==> config.mk <==
export PLATFORM = sky130hd
export DESIGN_NAME = bounded_doubly_linked_list_unit
export DESIGN_NICKNAME = d
export VERILOG_FILES = /design/src/rtl/dll_pkg.sv /design/src/rtl/dll_node_ram.sv /design/src/rtl/dll_free_map.sv /design/src/rtl/bounded_doubly_linked_list_unit.sv
export SDC_FILE = /design/constraint.sdc
export NUM_CORES = 1
export LEC_CHECK = 0
export ABC_AREA = 1
export BUFFER_PORTS_ARGS = -buffer_cell sky130_fd_sc_hd__buf_2
export CAP_MARGIN = 10
export CORE_ASPECT_RATIO = 1.4
export CORE_MARGIN = 2
export CORE_UTILIZATION = 50
export CTS_CLUSTER_SIZE = 24
export DETAILED_ROUTE_END_ITERATION = 7
export PLACE_DENSITY_LB_ADDON = 0.25
export SYNTH_ARGS = -nofsm -noshare
export SYNTH_HDL_FRONTEND = slang
export SYNTH_SLANG_ARGS = --single-unit
==> constraint.sdc <==
create_clock -name clk -period 8.2 [get_ports clk]
set_input_delay 0 -clock clk [delete_from_list [all_inputs] [get_ports clk]]
set_output_delay 0 -clock clk [all_outputs]
set_load 0.05 [all_outputs]
==> src/rtl/dll_pkg.sv <==
// Shared types and constants for the bounded doubly linked list unit.
package dll_pkg;

  localparam int DATA_W     = 32;
  localparam int POOL_DEPTH = 16;
  localparam int IDX_W      = $clog2(POOL_DEPTH);
  localparam int CNT_W      = $clog2(POOL_DEPTH + 1);
  localparam int OP_W       = 3;
  localparam int STATUS_W   = 2;

  localparam logic [OP_W-1:0] OP_PUSH_HEAD = 3'd0;
  localparam logic [OP_W-1:0] OP_PUSH_TAIL = 3'd1;
  localparam logic [OP_W-1:0] OP_POP_HEAD  = 3'd2;
  localparam logic [OP_W-1:0] OP_POP_TAIL  = 3'd3;
  localparam logic [OP_W-1:0] OP_CONTAINS  = 3'd4;
  localparam logic [OP_W-1:0] OP_DELETE    = 3'd5;

  localparam logic [STATUS_W-1:0] ST_OK    = 2'd0;
  localparam logic [STATUS_W-1:0] ST_EMPTY = 2'd1;
  localparam logic [STATUS_W-1:0] ST_FULL  = 2'd2;

  typedef struct packed {
    logic [OP_W-1:0]   op;
    logic [DATA_W-1:0] value;
  } req_t;

  typedef struct packed {
    logic [STATUS_W-1:0] status;
    logic [DATA_W-1:0]   value_out;
    logic [CNT_W-1:0]    count;
  } rsp_t;

  typedef struct packed {
    logic [DATA_W-1:0] val;
    logic [IDX_W-1:0]  nxt;
    logic [IDX_W-1:0]  prv;
  } node_t;

  typedef struct packed {
    logic [IDX_W-1:0] addr;
    logic             we_val;
    logic             we_nxt;
    logic             we_prv;
    node_t            data;
  } ram_wr_t;

  typedef struct packed {
    logic             take;
    logic [IDX_W-1:0] take_idx;
    logic             give;
    logic [IDX_W-1:0] give_idx;
  } fm_cmd_t;

endpackage

==> src/rtl/dll_node_ram.sv <==
// Node storage: value, next link and previous link, one write and one read port.
module dll_node_ram (
  input  logic                    clk,
  input  dll_pkg::ram_wr_t        wr,
  input  logic                    rd_en,
  input  logic [dll_pkg::IDX_W-1:0] rd_addr,
  output dll_pkg::node_t          rd_data
);
  import dll_pkg::*;

  logic [DATA_W-1:0] val_mem [POOL_DEPTH];
  logic [IDX_W-1:0]  nxt_mem [POOL_DEPTH];
  logic [IDX_W-1:0]  prv_mem [POOL_DEPTH];

  always_ff @(posedge clk) begin
    if (wr.we_val) begin
      val_mem[wr.addr] <= wr.data.val;
    end
    if (wr.we_nxt) begin
      nxt_mem[wr.addr] <= wr.data.nxt;
    end
    if (wr.we_prv) begin
      prv_mem[wr.addr] <= wr.data.prv;
    end
  end

  always_ff @(posedge clk) begin
    if (rd_en) begin
      rd_data.val <= val_mem[rd_addr];
      rd_data.nxt <= nxt_mem[rd_addr];
      rd_data.prv <= prv_mem[rd_addr];
    end
  end

endmodule

==> src/rtl/dll_free_map.sv <==
// Free node map with lowest-free-node selection.
module dll_free_map (
  input  logic                      clk,
  input  logic                      rst,
  input  dll_pkg::fm_cmd_t          cmd,
  output logic                      free_any,
  output logic [dll_pkg::IDX_W-1:0] free_idx,
  output logic [dll_pkg::POOL_DEPTH-1:0] free_vec
);
  import dll_pkg::*;

  logic [POOL_DEPTH-1:0] free_map;

  always_ff @(posedge clk) begin
    if (rst) begin
      free_map <= '1;
    end else begin
      if (cmd.take) begin
        free_map[cmd.take_idx] <= 1'b0;
      end
      if (cmd.give) begin
        free_map[cmd.give_idx] <= 1'b1;
      end
    end
  end

  // Lowest numbered free node wins.
  always_comb begin
    free_idx = '0;
    for (int i = POOL_DEPTH - 1; i >= 0; i--) begin
      if (free_map[i]) begin
        free_idx = IDX_W'(i);
      end
    end
  end

  assign free_any = |free_map;
  assign free_vec = free_map;

endmodule

==> src/rtl/bounded_doubly_linked_list_unit.sv <==
// Top level of the bounded doubly linked list unit: sequencer, list pointers and result register.
//
// The unit keeps a doubly linked list of up to 16 values in a fixed node pool and serves one
// transaction at a time: push at head or tail, pop from head or tail, test for a value, or
// delete the first node from the head that holds a value. Each request transaction returns
// exactly one response transaction carrying a status (ok or found, empty or not found, pool
// full), the value removed (zero otherwise) and the list length after the operation. A push
// takes the lowest numbered free node. A pop never has to repair a middle link, since it
// always takes the head or the tail. Contains and delete walk the list from the head through
// the single read port of the node memory, one node per cycle, with one shared value
// comparator judging each node, up to the list length; a delete that hits then unlinks the
// node, repairing the links of both neighbors when it lay in the middle of the list.
// The request side is ready only while the sequencer is idle; a finished response waits in
// its own register, so the next request is taken while the previous response is still
// unread. Node storage is not cleared at reset; the list never uses a node that a push has
// not written. Reset clears head, tail and length and marks every node free in the free map.
module bounded_doubly_linked_list_unit (
  input  logic          clk,
  input  logic          rst,
  input  logic          req_valid,
  output logic          req_ready,
  input  dll_pkg::req_t req,
  output logic          rsp_valid,
  input  logic          rsp_ready,
  output dll_pkg::rsp_t rsp
);
  import dll_pkg::*;

  typedef enum logic [2:0] {
    S_IDLE,
    S_PUSH_NEW,
    S_PUSH_LINK,
    S_SCAN,
    S_UNLINK,
    S_REPAIR,
    S_DONE
  } state_t;

  state_t state;

  // List registers.
  logic [IDX_W-1:0]  head;
  logic [IDX_W-1:0]  tail;
  logic [CNT_W-1:0]  node_count;

  // Registers of the transaction in progress.
  logic [OP_W-1:0]     op_q;
  logic [DATA_W-1:0]   val_q;
  logic [IDX_W-1:0]    cur;
  logic [CNT_W-1:0]    step;
  logic [IDX_W-1:0]    new_idx;
  logic [IDX_W-1:0]    hit_nxt;
  logic [IDX_W-1:0]    hit_prv;
  logic [STATUS_W-1:0] res_status;
  logic [DATA_W-1:0]   res_val;

  // Memory and free map connections.
  ram_wr_t               ram_wr;
  logic                  ram_rd_en;
  logic [IDX_W-1:0]      ram_rd_addr;
  node_t                 ram_rd_data;
  fm_cmd_t               fm_cmd;
  logic                  free_any;
  logic [IDX_W-1:0]      free_idx;
  logic [POOL_DEPTH-1:0] free_vec;

  logic is_push;
  logic is_walk;
  logic is_pop_q;
  logic hit;
  logic is_middle;
  logic last_step;
  logic rsp_load;

  dll_node_ram u_ram (
    .clk     (clk),
    .wr      (ram_wr),
    .rd_en   (ram_rd_en),
    .rd_addr (ram_rd_addr),
    .rd_data (ram_rd_data)
  );

  dll_free_map u_free (
    .clk      (clk),
    .rst      (rst),
    .cmd      (fm_cmd),
    .free_any (free_any),
    .free_idx (free_idx),
    .free_vec (free_vec)
  );

  assign req_ready = (state == S_IDLE);

  assign is_push = (req.op == OP_PUSH_HEAD) || (req.op == OP_PUSH_TAIL);
  assign is_walk = (req.op == OP_POP_HEAD) || (req.op == OP_POP_TAIL) ||
                   (req.op == OP_CONTAINS) || (req.op == OP_DELETE);
  assign is_pop_q = (op_q == OP_POP_HEAD) || (op_q == OP_POP_TAIL);

  // The shared comparator: a pop always takes the node it fetched, a search needs a match.
  assign hit       = is_pop_q || (ram_rd_data.val == val_q);
  assign last_step = (step == node_count - CNT_W'(1));
  assign is_middle = (node_count > CNT_W'(1)) && (cur != head) && (cur != tail);

  // The finished result moves into the response register once that register is free.
  assign rsp_load = (state == S_DONE) && (!rsp_valid || rsp_ready);

  // Memory port and free map control.
  always_comb begin
    ram_wr      = '0;
    fm_cmd      = '0;
    ram_rd_en   = 1'b0;
    ram_rd_addr = ram_rd_data.nxt;
    unique case (state)
      S_IDLE: begin
        // Fetch the first node on every idle cycle; harmless when no walk follows.
        ram_rd_en   = 1'b1;
        ram_rd_addr = (req.op == OP_POP_TAIL) ? tail : head;
      end
      S_SCAN: begin
        // Fetch the successor while the current node is being compared.
        ram_rd_en = 1'b1;
      end
      S_PUSH_NEW: begin
        ram_wr.addr     = new_idx;
        ram_wr.we_val   = 1'b1;
        ram_wr.we_nxt   = 1'b1;
        ram_wr.we_prv   = 1'b1;
        ram_wr.data.val = val_q;
        ram_wr.data.nxt = ((op_q == OP_PUSH_HEAD) && (node_count != '0)) ? head : '0;
        ram_wr.data.prv = ((op_q == OP_PUSH_TAIL) && (node_count != '0)) ? tail : '0;
        fm_cmd.take     = 1'b1;
        fm_cmd.take_idx = new_idx;
      end
      S_PUSH_LINK: begin
        if (op_q == OP_PUSH_HEAD) begin
          ram_wr.addr     = head;
          ram_wr.we_prv   = 1'b1;
          ram_wr.data.prv = new_idx;
        end else begin
          ram_wr.addr     = tail;
          ram_wr.we_nxt   = 1'b1;
          ram_wr.data.nxt = new_idx;
        end
      end
      S_UNLINK: begin
        if (is_middle) begin
          ram_wr.addr     = hit_prv;
          ram_wr.we_nxt   = 1'b1;
          ram_wr.data.nxt = hit_nxt;
        end else begin
          fm_cmd.give     = 1'b1;
          fm_cmd.give_idx = cur;
        end
      end
      S_REPAIR: begin
        ram_wr.addr     = hit_nxt;
        ram_wr.we_prv   = 1'b1;
        ram_wr.data.prv = hit_prv;
        fm_cmd.give     = 1'b1;
        fm_cmd.give_idx = cur;
      end
      S_DONE: begin
      end
      default: begin
      end
    endcase
  end

  // Sequencer, list registers and response register.
  always_ff @(posedge clk) begin
    if (rst) begin
      state      <= S_IDLE;
      head       <= '0;
      tail       <= '0;
      node_count <= '0;
      rsp_valid  <= 1'b0;
    end else begin
      if (rsp_load) begin
        rsp_valid <= 1'b1;
      end else if (rsp_valid && rsp_ready) begin
        rsp_valid <= 1'b0;
      end
      unique case (state)
        S_IDLE: begin
          if (req_valid) begin
            op_q       <= req.op;
            val_q      <= req.value;
            res_status <= (is_push && !free_any) ? ST_FULL : ST_EMPTY;
            res_val    <= '0;
            cur        <= (req.op == OP_POP_TAIL) ? tail : head;
            step       <= '0;
            new_idx    <= free_idx;
            priority if (is_push) begin
              if (!free_any) begin
                state <= S_DONE;
              end else begin
                state <= S_PUSH_NEW;
              end
            end else if (is_walk && (node_count != '0)) begin
              state <= S_SCAN;
            end else begin
              state <= S_DONE;
            end
          end
        end
        S_PUSH_NEW: begin
          if (node_count == '0) begin
            head       <= new_idx;
            tail       <= new_idx;
            node_count <= node_count + CNT_W'(1);
            res_status <= ST_OK;
            state      <= S_DONE;
          end else begin
            state <= S_PUSH_LINK;
          end
        end
        S_PUSH_LINK: begin
          if (op_q == OP_PUSH_HEAD) begin
            head <= new_idx;
          end else begin
            tail <= new_idx;
          end
          node_count <= node_count + CNT_W'(1);
          res_status <= ST_OK;
          state      <= S_DONE;
        end
        S_SCAN: begin
          if (hit) begin
            hit_nxt <= ram_rd_data.nxt;
            hit_prv <= ram_rd_data.prv;
            if (op_q == OP_CONTAINS) begin
              res_status <= ST_OK;
              state      <= S_DONE;
            end else begin
              res_val <= ram_rd_data.val;
              state   <= S_UNLINK;
            end
          end else if (last_step) begin
            state <= S_DONE;
          end else begin
            cur  <= ram_rd_data.nxt;
            step <= step + CNT_W'(1);
          end
        end
        S_UNLINK: begin
          if (is_middle) begin
            state <= S_REPAIR;
          end else begin
            priority if (node_count <= CNT_W'(1)) begin
              head <= '0;
              tail <= '0;
            end else if (cur == head) begin
              head <= hit_nxt;
            end else begin
              tail <= hit_prv;
            end
            node_count <= node_count - CNT_W'(1);
            res_status <= ST_OK;
            state      <= S_DONE;
          end
        end
        S_REPAIR: begin
          node_count <= node_count - CNT_W'(1);
          res_status <= ST_OK;
          state      <= S_DONE;
        end
        S_DONE: begin
          // Hand the result over once the response register is free.
          if (rsp_load) begin
            rsp.status    <= res_status;
            rsp.value_out <= res_val;
            rsp.count     <= node_count;
            state         <= S_IDLE;
          end
        end
        default: begin
          state <= S_IDLE;
        end
      endcase
    end
  end

  // Between transactions the free map and the length must agree.
  a_free_matches_count: assert property (@(posedge clk) disable iff (rst)
    (state == S_IDLE) |-> ($countones(free_vec) == POOL_DEPTH - int'(node_count)))
    else $error("free map disagrees with node count");

  a_count_bounded: assert property (@(posedge clk) disable iff (rst)
    node_count <= CNT_W'(POOL_DEPTH))
    else $error("node count exceeds pool depth");

  a_full_only_when_full: assert property (@(posedge clk) disable iff (rst)
    (rsp_valid && (rsp.status == ST_FULL)) |-> (rsp.count == CNT_W'(POOL_DEPTH)))
    else $error("pool full reported with free nodes left");

  a_busy_after_accept: assert property (@(posedge clk) disable iff (rst)
    (req_valid && req_ready) |=> !req_ready)
    else $error("request taken while a transaction is in progress");

endmodule
==> impl_metrics.env, run 1 <==
export IMPL_synth_avg_cell_area_um2=11.93
export IMPL_syn_to_final_growth_pct=12.28
export IMPL_antenna_left=0
export IMPL_finalNetCount=3064
export IMPL_timing_rr_start="state[0]"
export IMPL_start_util_pct=50.58
export IMPL_io_buffers=79
export IMPL_hp_start="req[12]"
export IMPL_start_kind="flop"
export IMPL_grt_pass1_vias=22070
export IMPL_track_usage_pct=24.68
export IMPL_yosysSeqAreaShare_pct=71.47
export IMPL_path_clk_slew_ns=0.06
export IMPL_gp_congestion=0.9298
export IMPL_ys_ff_latch=842
export IMPL_die_x_um=227.3
export IMPL_arrival_ns=4.20
export IMPL_cap_violations=0
export IMPL_crit_fanout=169
export IMPL_dieHeight_um=316.7
export IMPL_slew_headroom_pct=13.81
export IMPL_utilization_pct=56.79
export IMPL_cts_tree="yes"
export IMPL_die_area_um2=71990
export IMPL_worstHoldEndpoint="val_q[12]"
export IMPL_worst_pin_slew_ns=1.291
export IMPL_cts_root_buf="clkbuf_16"
export IMPL_dp_cells=3828
export IMPL_hold_violations=0
export IMPL_ff2ff_path_depth=11
export IMPL_layout_drive_gt1_share_pct=10.38
export IMPL_cts_htree_levels=3
export IMPL_grt_max_degree=182
export IMPL_synthCells=2927
export IMPL_path_buf_inv=3
export IMPL_synth_distinct_cells=41
export IMPL_grt_overflow=0
export IMPL_cpMaxStageDelayCell="o21a_4"
export IMPL_io_pins=80
export IMPL_critical_path_top_delay_family="buffers and inverters"
export IMPL_post_route_period_util_pct=46.49
export IMPL_peakVddDrop_mv=0.4888
export IMPL_clock_latency_ns=0.64
export IMPL_fillCellCount=5676
export IMPL_antenna_cells=0
export IMPL_holdPathStages=2
export IMPL_fmax_mhz=262.3
export IMPL_outcome="completed"
export IMPL_finalSetupTns_ns=0
export IMPL_skew_ns=0.02461
export IMPL_worst_r2r_endpoint="u_ram.rd_data[37]"
export IMPL_routed_wirelength_um=88100
export IMPL_critPathRequiredTime_ns=8.59
export IMPL_first_pass_iters=6
export IMPL_vias=22690
export IMPL_syn_nets=2972
export IMPL_path_cells="nor2_2 -> nand2_2 -> nand2_1 -> o21a_4 -> buf_12 -> inv_2 -> buf_4 -> o211ai_1 -> nand3_1 -> nand3_1 -> nand2_1"
export IMPL_first_iter_violations=2230
export IMPL_clkSinkCount=842
export IMPL_row_count=114
export IMPL_mostFrequentLayoutCells="edfxtp_1 (809), nand2_1 (376), inv_1 (340)"
export IMPL_p_leak_nw=14.35
export IMPL_period_needed_ns=3.812
export IMPL_hp_class="input pin to flop"
export IMPL_antenna_found_initial=0
export IMPL_syn_area_um2=34920
export IMPL_grt_pass1_wl_um=131400
export IMPL_multiInputGateArea_um2=8078
export IMPL_slew_violations=0
export IMPL_cts_buffer_depth=3
export IMPL_finalSetupViolCount=0
export IMPL_final_common_cell="edfxtp_1"
export IMPL_ys_warnings_count=0
export IMPL_seqCellArea_um2=24950
export IMPL_critPathKind="flop to flop"
export IMPL_slowest_delay_ns=0.74
export IMPL_drc_errors=0
export IMPL_stdcell_count=4011
export IMPL_wire_per_inst_um=21.96
export IMPL_timing_critical_path_to_type="flop"
export IMPL_powerDensity_nw_per_um2=386.0
export IMPL_fp_coreArea_um2=69040
export IMPL_grt_setup_unrepaired="false"
export IMPL_viasPerCell=5.656
export IMPL_cts_buffers=79
export IMPL_place_hpwl_um=48330
export IMPL_r2r_slack_ns=4.39
## flip-flops by register name, summed over array words and instances (netlist names), 5 cells and up
register / cells
u_ram.val_mem: 512
u_ram.nxt_mem: 64
u_ram.prv_mem: 64
u_ram.rd_data: 40
rsp: 39
res_val: 32
val_q: 32
u_free.free_vec: 16
node_count: 5
step: 5
## metal layers
| layer | up-vias | global-route usage (%) | wire length [µm] |
|---|---|---|---|
| li1 | 10410 | - | - |
| met1 | 11140 | 31.16 | 34020 |
| met2 | 928 | 41.90 | 44100 |
| met3 | 202 | 3.808 | 6318 |
| met4 | 0 | 11.51 | 3660 |
| met5 | - | 0 | 0 |
## where the power goes
part           switching, mW  leakage (nW)  total, mW  internal (mW)
combinational           4.07          5.32       5.64           1.56
clock                   1.58          1.27       3.69           2.11
sequential             0.272          7.77       5.80           5.53
## cell usage after synthesis (all sizes together)
master	instances	share of area [%]
edfxtp	809	70
nand2	382	4.1
nor2	363	4.0
inv	359	3.9
nand3	277	4.0
o211ai	208	4.5
o21ai	205	2.9
buf	87	1.5
clkbuf	58	0.64
or2	41	0.73
dfxtp	33	1.9
xnor2	29	0.73
a21oi	20	0.32
nor3	11	0.16
o22ai	8	0.14
nand4	7	0.13
o221ai	7	0.18
ha	6	0.21
xor2	6	0.15
a22oi	4	0.086
o21a	2	0.043
a211oi	1	0.022
a31oi	1	0.018
nand3b	1	0.022
o2111ai	1	0.025
o311ai	1	0.025
## timing repair
| item | 4_1_cts | 5_1_grt |
|---|---|---|
| hold buffers | 38 | 0 |
| hold endpoints to repair | 45 | 0 |
| gates resized for setup | 0 | 0 |
| setup endpoints to repair | 0 | 0 |
| buffers inserted | 0 | 0 |
## worst register-to-register path, cell delays in order (launching register included)
cell,delay [ns]
dfxtp_1,0.33
nor2_2,0.16
nand2_2,0.23
nand2_1,0.15
o21a_4,0.74
buf_12,0.60
inv_2,0.25
buf_4,0.48
o211ai_1,0.31
nand3_1,0.12
nand3_1,0.13
nand2_1,0.07
## per-stage QoR
step | hold WS (ns) | worst slack (ns) | power [mW] | cell area, µm²
after floorplan | 0.09887 | 4.297 | 9.898 | 34920
after global placement | 0.1760 | 4.402 | 11.31 | 36240
after detailed placement | 0.1781 | 4.349 | 11.48 | 36240
after CTS | 0.03434 | 4.352 | 15.17 | 39210
after global routing | 0.05271 | 4.043 | 15.99 | 39210
final | 0.06110 | 4.388 | 15.13 | 39210
## layout make-up
| cell class | instances | area share [%] |
|---|---|---|
| Inverter | 359 | 3.437 |
| Tap cell | 928 | 2.962 |
| Clock buffer | 93 | 5.231 |
| Sequential cell | 842 | 63.65 |
| Timing Repair Buffer | 156 | 2.757 |
| Multi-Input combinational cell | 1581 | 20.60 |
| Clock inverter | 52 | 1.363 |
## cells by family (layout without fill, tap and decap cells)
| family | count (synthesis) | after routing | share of synthesized area (%) |
|---|---|---|---|
| simple gates | 1082 | 1082 | 13.20 |
| flops | 842 | 842 | 71.47 |
| buf+inv | 504 | 660 | 5.966 |
| compound gates | 458 | 458 | 8.278 |
| xor+xnor | 35 | 35 | 0.8779 |
| fa+ha+maj | 6 | 6 | 0.2150 |
## worst max-delay path by stage
stage | startpoint | endpoint | cells after the start
after CTS | state[0] | res_val[1] | 8
after global routing | state[0] | res_val[1] | 8
after detailed placement | state[0] | res_val[12] | 8
after global placement | state[0] | res_val[8] | 8
after floorplan | state[0] | res_val[0] | 8
final | state[0] | u_ram.rd_data[37] | 11
(Power assumes the default switching activity.)
==> run 2: changes to the inputs <==
clock period = 3.9 ns   (was 8.2 ns; I/O delays follow)
==> impl_metrics.env, run 2 (same netlist as run 1, synthesis figures left out) <==
export IMPL_finalSetupTns_ns=0
export IMPL_whs_ns=0.06877
export IMPL_ff2ff_path_depth=9
export IMPL_powerDensity_nw_per_um2=811.9
export IMPL_largest_reg_flops=512
export IMPL_first_pass_iters=6
export IMPL_hold_violations=0
export IMPL_mostFrequentLayoutCells="edfxtp_1 (809), nand2_1 (376), inv_1 (340)"
export IMPL_path_clk_slew_ns=0.07
export IMPL_fp_coreArea_um2=69040
export IMPL_antenna_found_initial=0
export IMPL_layout_drive_gt1_share_pct=10.73
export IMPL_io_pins=80
export IMPL_routed_wirelength_um=88010
export IMPL_grt_setup_unrepaired="false"
export IMPL_fmax_mhz=327.1
export IMPL_grt_pass1_vias=22250
export IMPL_die_area_um2=71990
export IMPL_hp_start="req[13]"
export IMPL_crit_fanout=48
export IMPL_period_needed_ns=3.057
export IMPL_place_hpwl_um=51140
export IMPL_start_kind="flop"
export IMPL_dieHeight_um=316.7
export IMPL_drc_errors=0
export IMPL_p_leak_nw=14.49
export IMPL_postCtsSetupBuffers=0
export IMPL_stdcell_area_um2=39610
export IMPL_start_util_pct=50.58
export IMPL_grt_overflow=0
export IMPL_postCtsResizedCells=0
export IMPL_viasPerCell=5.631
export IMPL_first_iter_violations=2287
export IMPL_clock_latency_ns=0.65
export IMPL_grt_pass1_wl_um=132700
export IMPL_antenna_cells=0
export IMPL_slew_headroom_pct=25.19
export IMPL_cap_violations=0
export IMPL_cts_htree_levels=3
export IMPL_largest_register="u_ram.val_mem"
export IMPL_cts_buffers=81
export IMPL_grt_max_degree=142
export IMPL_antenna_left=0
export IMPL_finalSetupViolCount=0
export IMPL_row_count=114
export IMPL_timing_critical_path_to_type="flop"
export IMPL_wl_met1_um=34350
export IMPL_wl_met3_um=5302
export IMPL_post_route_period_util_pct=78.38
export IMPL_ctsHoldBuffers=39
export IMPL_worstHoldEndpoint="val_q[13]"
export IMPL_skew_ns=0.03294
export IMPL_cts_tree="yes"
export IMPL_layout_setup_ws_ns=0.8430
export IMPL_timing_rr_start="state[0]"
export IMPL_arrival_ns=3.55
export IMPL_worst_pin_slew_ns=1.122
export IMPL_dp_slack_ns=0.9243
export IMPL_track_usage_pct=24.88
export IMPL_critPathRequiredTime_ns=4.39
export IMPL_dr_max_layer_used="met4"
export IMPL_hp_class="input pin to flop"
export IMPL_worst_r2r_endpoint="u_ram.rd_data[21]"
export IMPL_die_x_um=227.3
export IMPL_gp_congestion=0.8698
export IMPL_post_dp_cell_area_um2=36560
export IMPL_cts_root_buf="clkbuf_16"
export IMPL_slew_violations=0
export IMPL_io_buffers=79
export IMPL_peakVddDrop_mv=0.6254
export IMPL_cts_buffer_depth=3
export IMPL_utilization_pct=57.38
export IMPL_critPathKind="flop to flop"
export IMPL_wire_per_inst_um=21.83
export IMPL_syn_to_final_growth_pct=13.44
export IMPL_finalNetCount=3079
export IMPL_final_common_cell="edfxtp_1"
export IMPL_wl_met2_um=44200
export IMPL_r2r_slack_ns=0.84
export IMPL_vias=22700
export IMPL_holdPathStages=2
export IMPL_reg_largest_list="u_ram.val_mem: 512 flops, u_ram.nxt_mem: 64 flops, u_ram.prv_mem: 64 flops"
export IMPL_outcome="completed"
export IMPL_clkSinkCount=842
==> run 2: changes by cell type in the layout (fill, tap and decap cells not counted), moves of 3 or more <==
cell	previous run	this run
clkinv_4	2	5
clkbuf_1	13	23
buf_12	1	18
clkinv_2	18	9
buf_4	38	33
bufinv_16	10	7
o221ai_2	1	4
clkbuf_16	80	84
o221ai_1	6	3
==> run 2: final cells by class <==
| type | instances | area [µm²] |
|---|---|---|
| Clock buffer | 108 | 2202 |
| Fill cell | 5568 | 29420 |
| Multi-Input combinational cell | 1581 | 8097 |
| Sequential cell | 842 | 24950 |
| Clock inverter | 44 | 456.7 |
| Tap cell | 928 | 1161 |
| Timing Repair Buffer | 169 | 1394 |
| Inverter | 359 | 1348 |
==> run 2: worst max-delay path, stage by stage, from the launching register on <==
cell and delay (ns):
dfxtp_1 0.33, nor2_2 0.15, nand2_2 0.24, o21a_4 0.33, inv_2 0.52, buf_4 0.72, o211ai_1 0.19, nand3_1 0.15
nand3_1 0.11, nand2_1 0.14
==> run 2: how the worst max path moves through the flow <==
stage / startpoint / to / slack, ns / cells after the start
detailed placement: node_count[1] / u_ram.val_mem[3][27] / 0.92 / 13
global placement: node_count[1] / u_ram.val_mem[3][20] / 0.99 / 13
finish: state[0] / u_ram.rd_data[21] / 0.84 / 9
floorplan: state[2] / rsp[0] / 0.08 / 4
CTS: state[0] / u_ram.rd_data[21] / 0.86 / 9
global route: node_count[1] / u_ram.val_mem[3][21] / 0.73 / 13
==> run 2: power breakdown <==
group,switching [mW],leakage [nW],internal (mW)
Sequential,0.529,7.77,11.6
Clock,3.36,1.28,4.48
Combinational,8.69,5.44,3.47
==> run 2: through the flow <==
step / power (mW) / std cells
2_1_floorplan: 20.81 / 2927
3_3_place_gp: 24.12 / 3840
3_5_place_dp: 24.43 / 3840
4_1_cts: 32.30 / 4031
5_1_grt: 34.05 / 4031
6_report: 32.16 / 4031
==> run 2: routing by layer <==
layer / GRT usage (%) / up-vias
li1: - / 10480
met1: 31.30 / 11110
met2: 42.55 / 878
met3: 3.123 / 228
met4: 12.37 / 0
met5: 0 / -
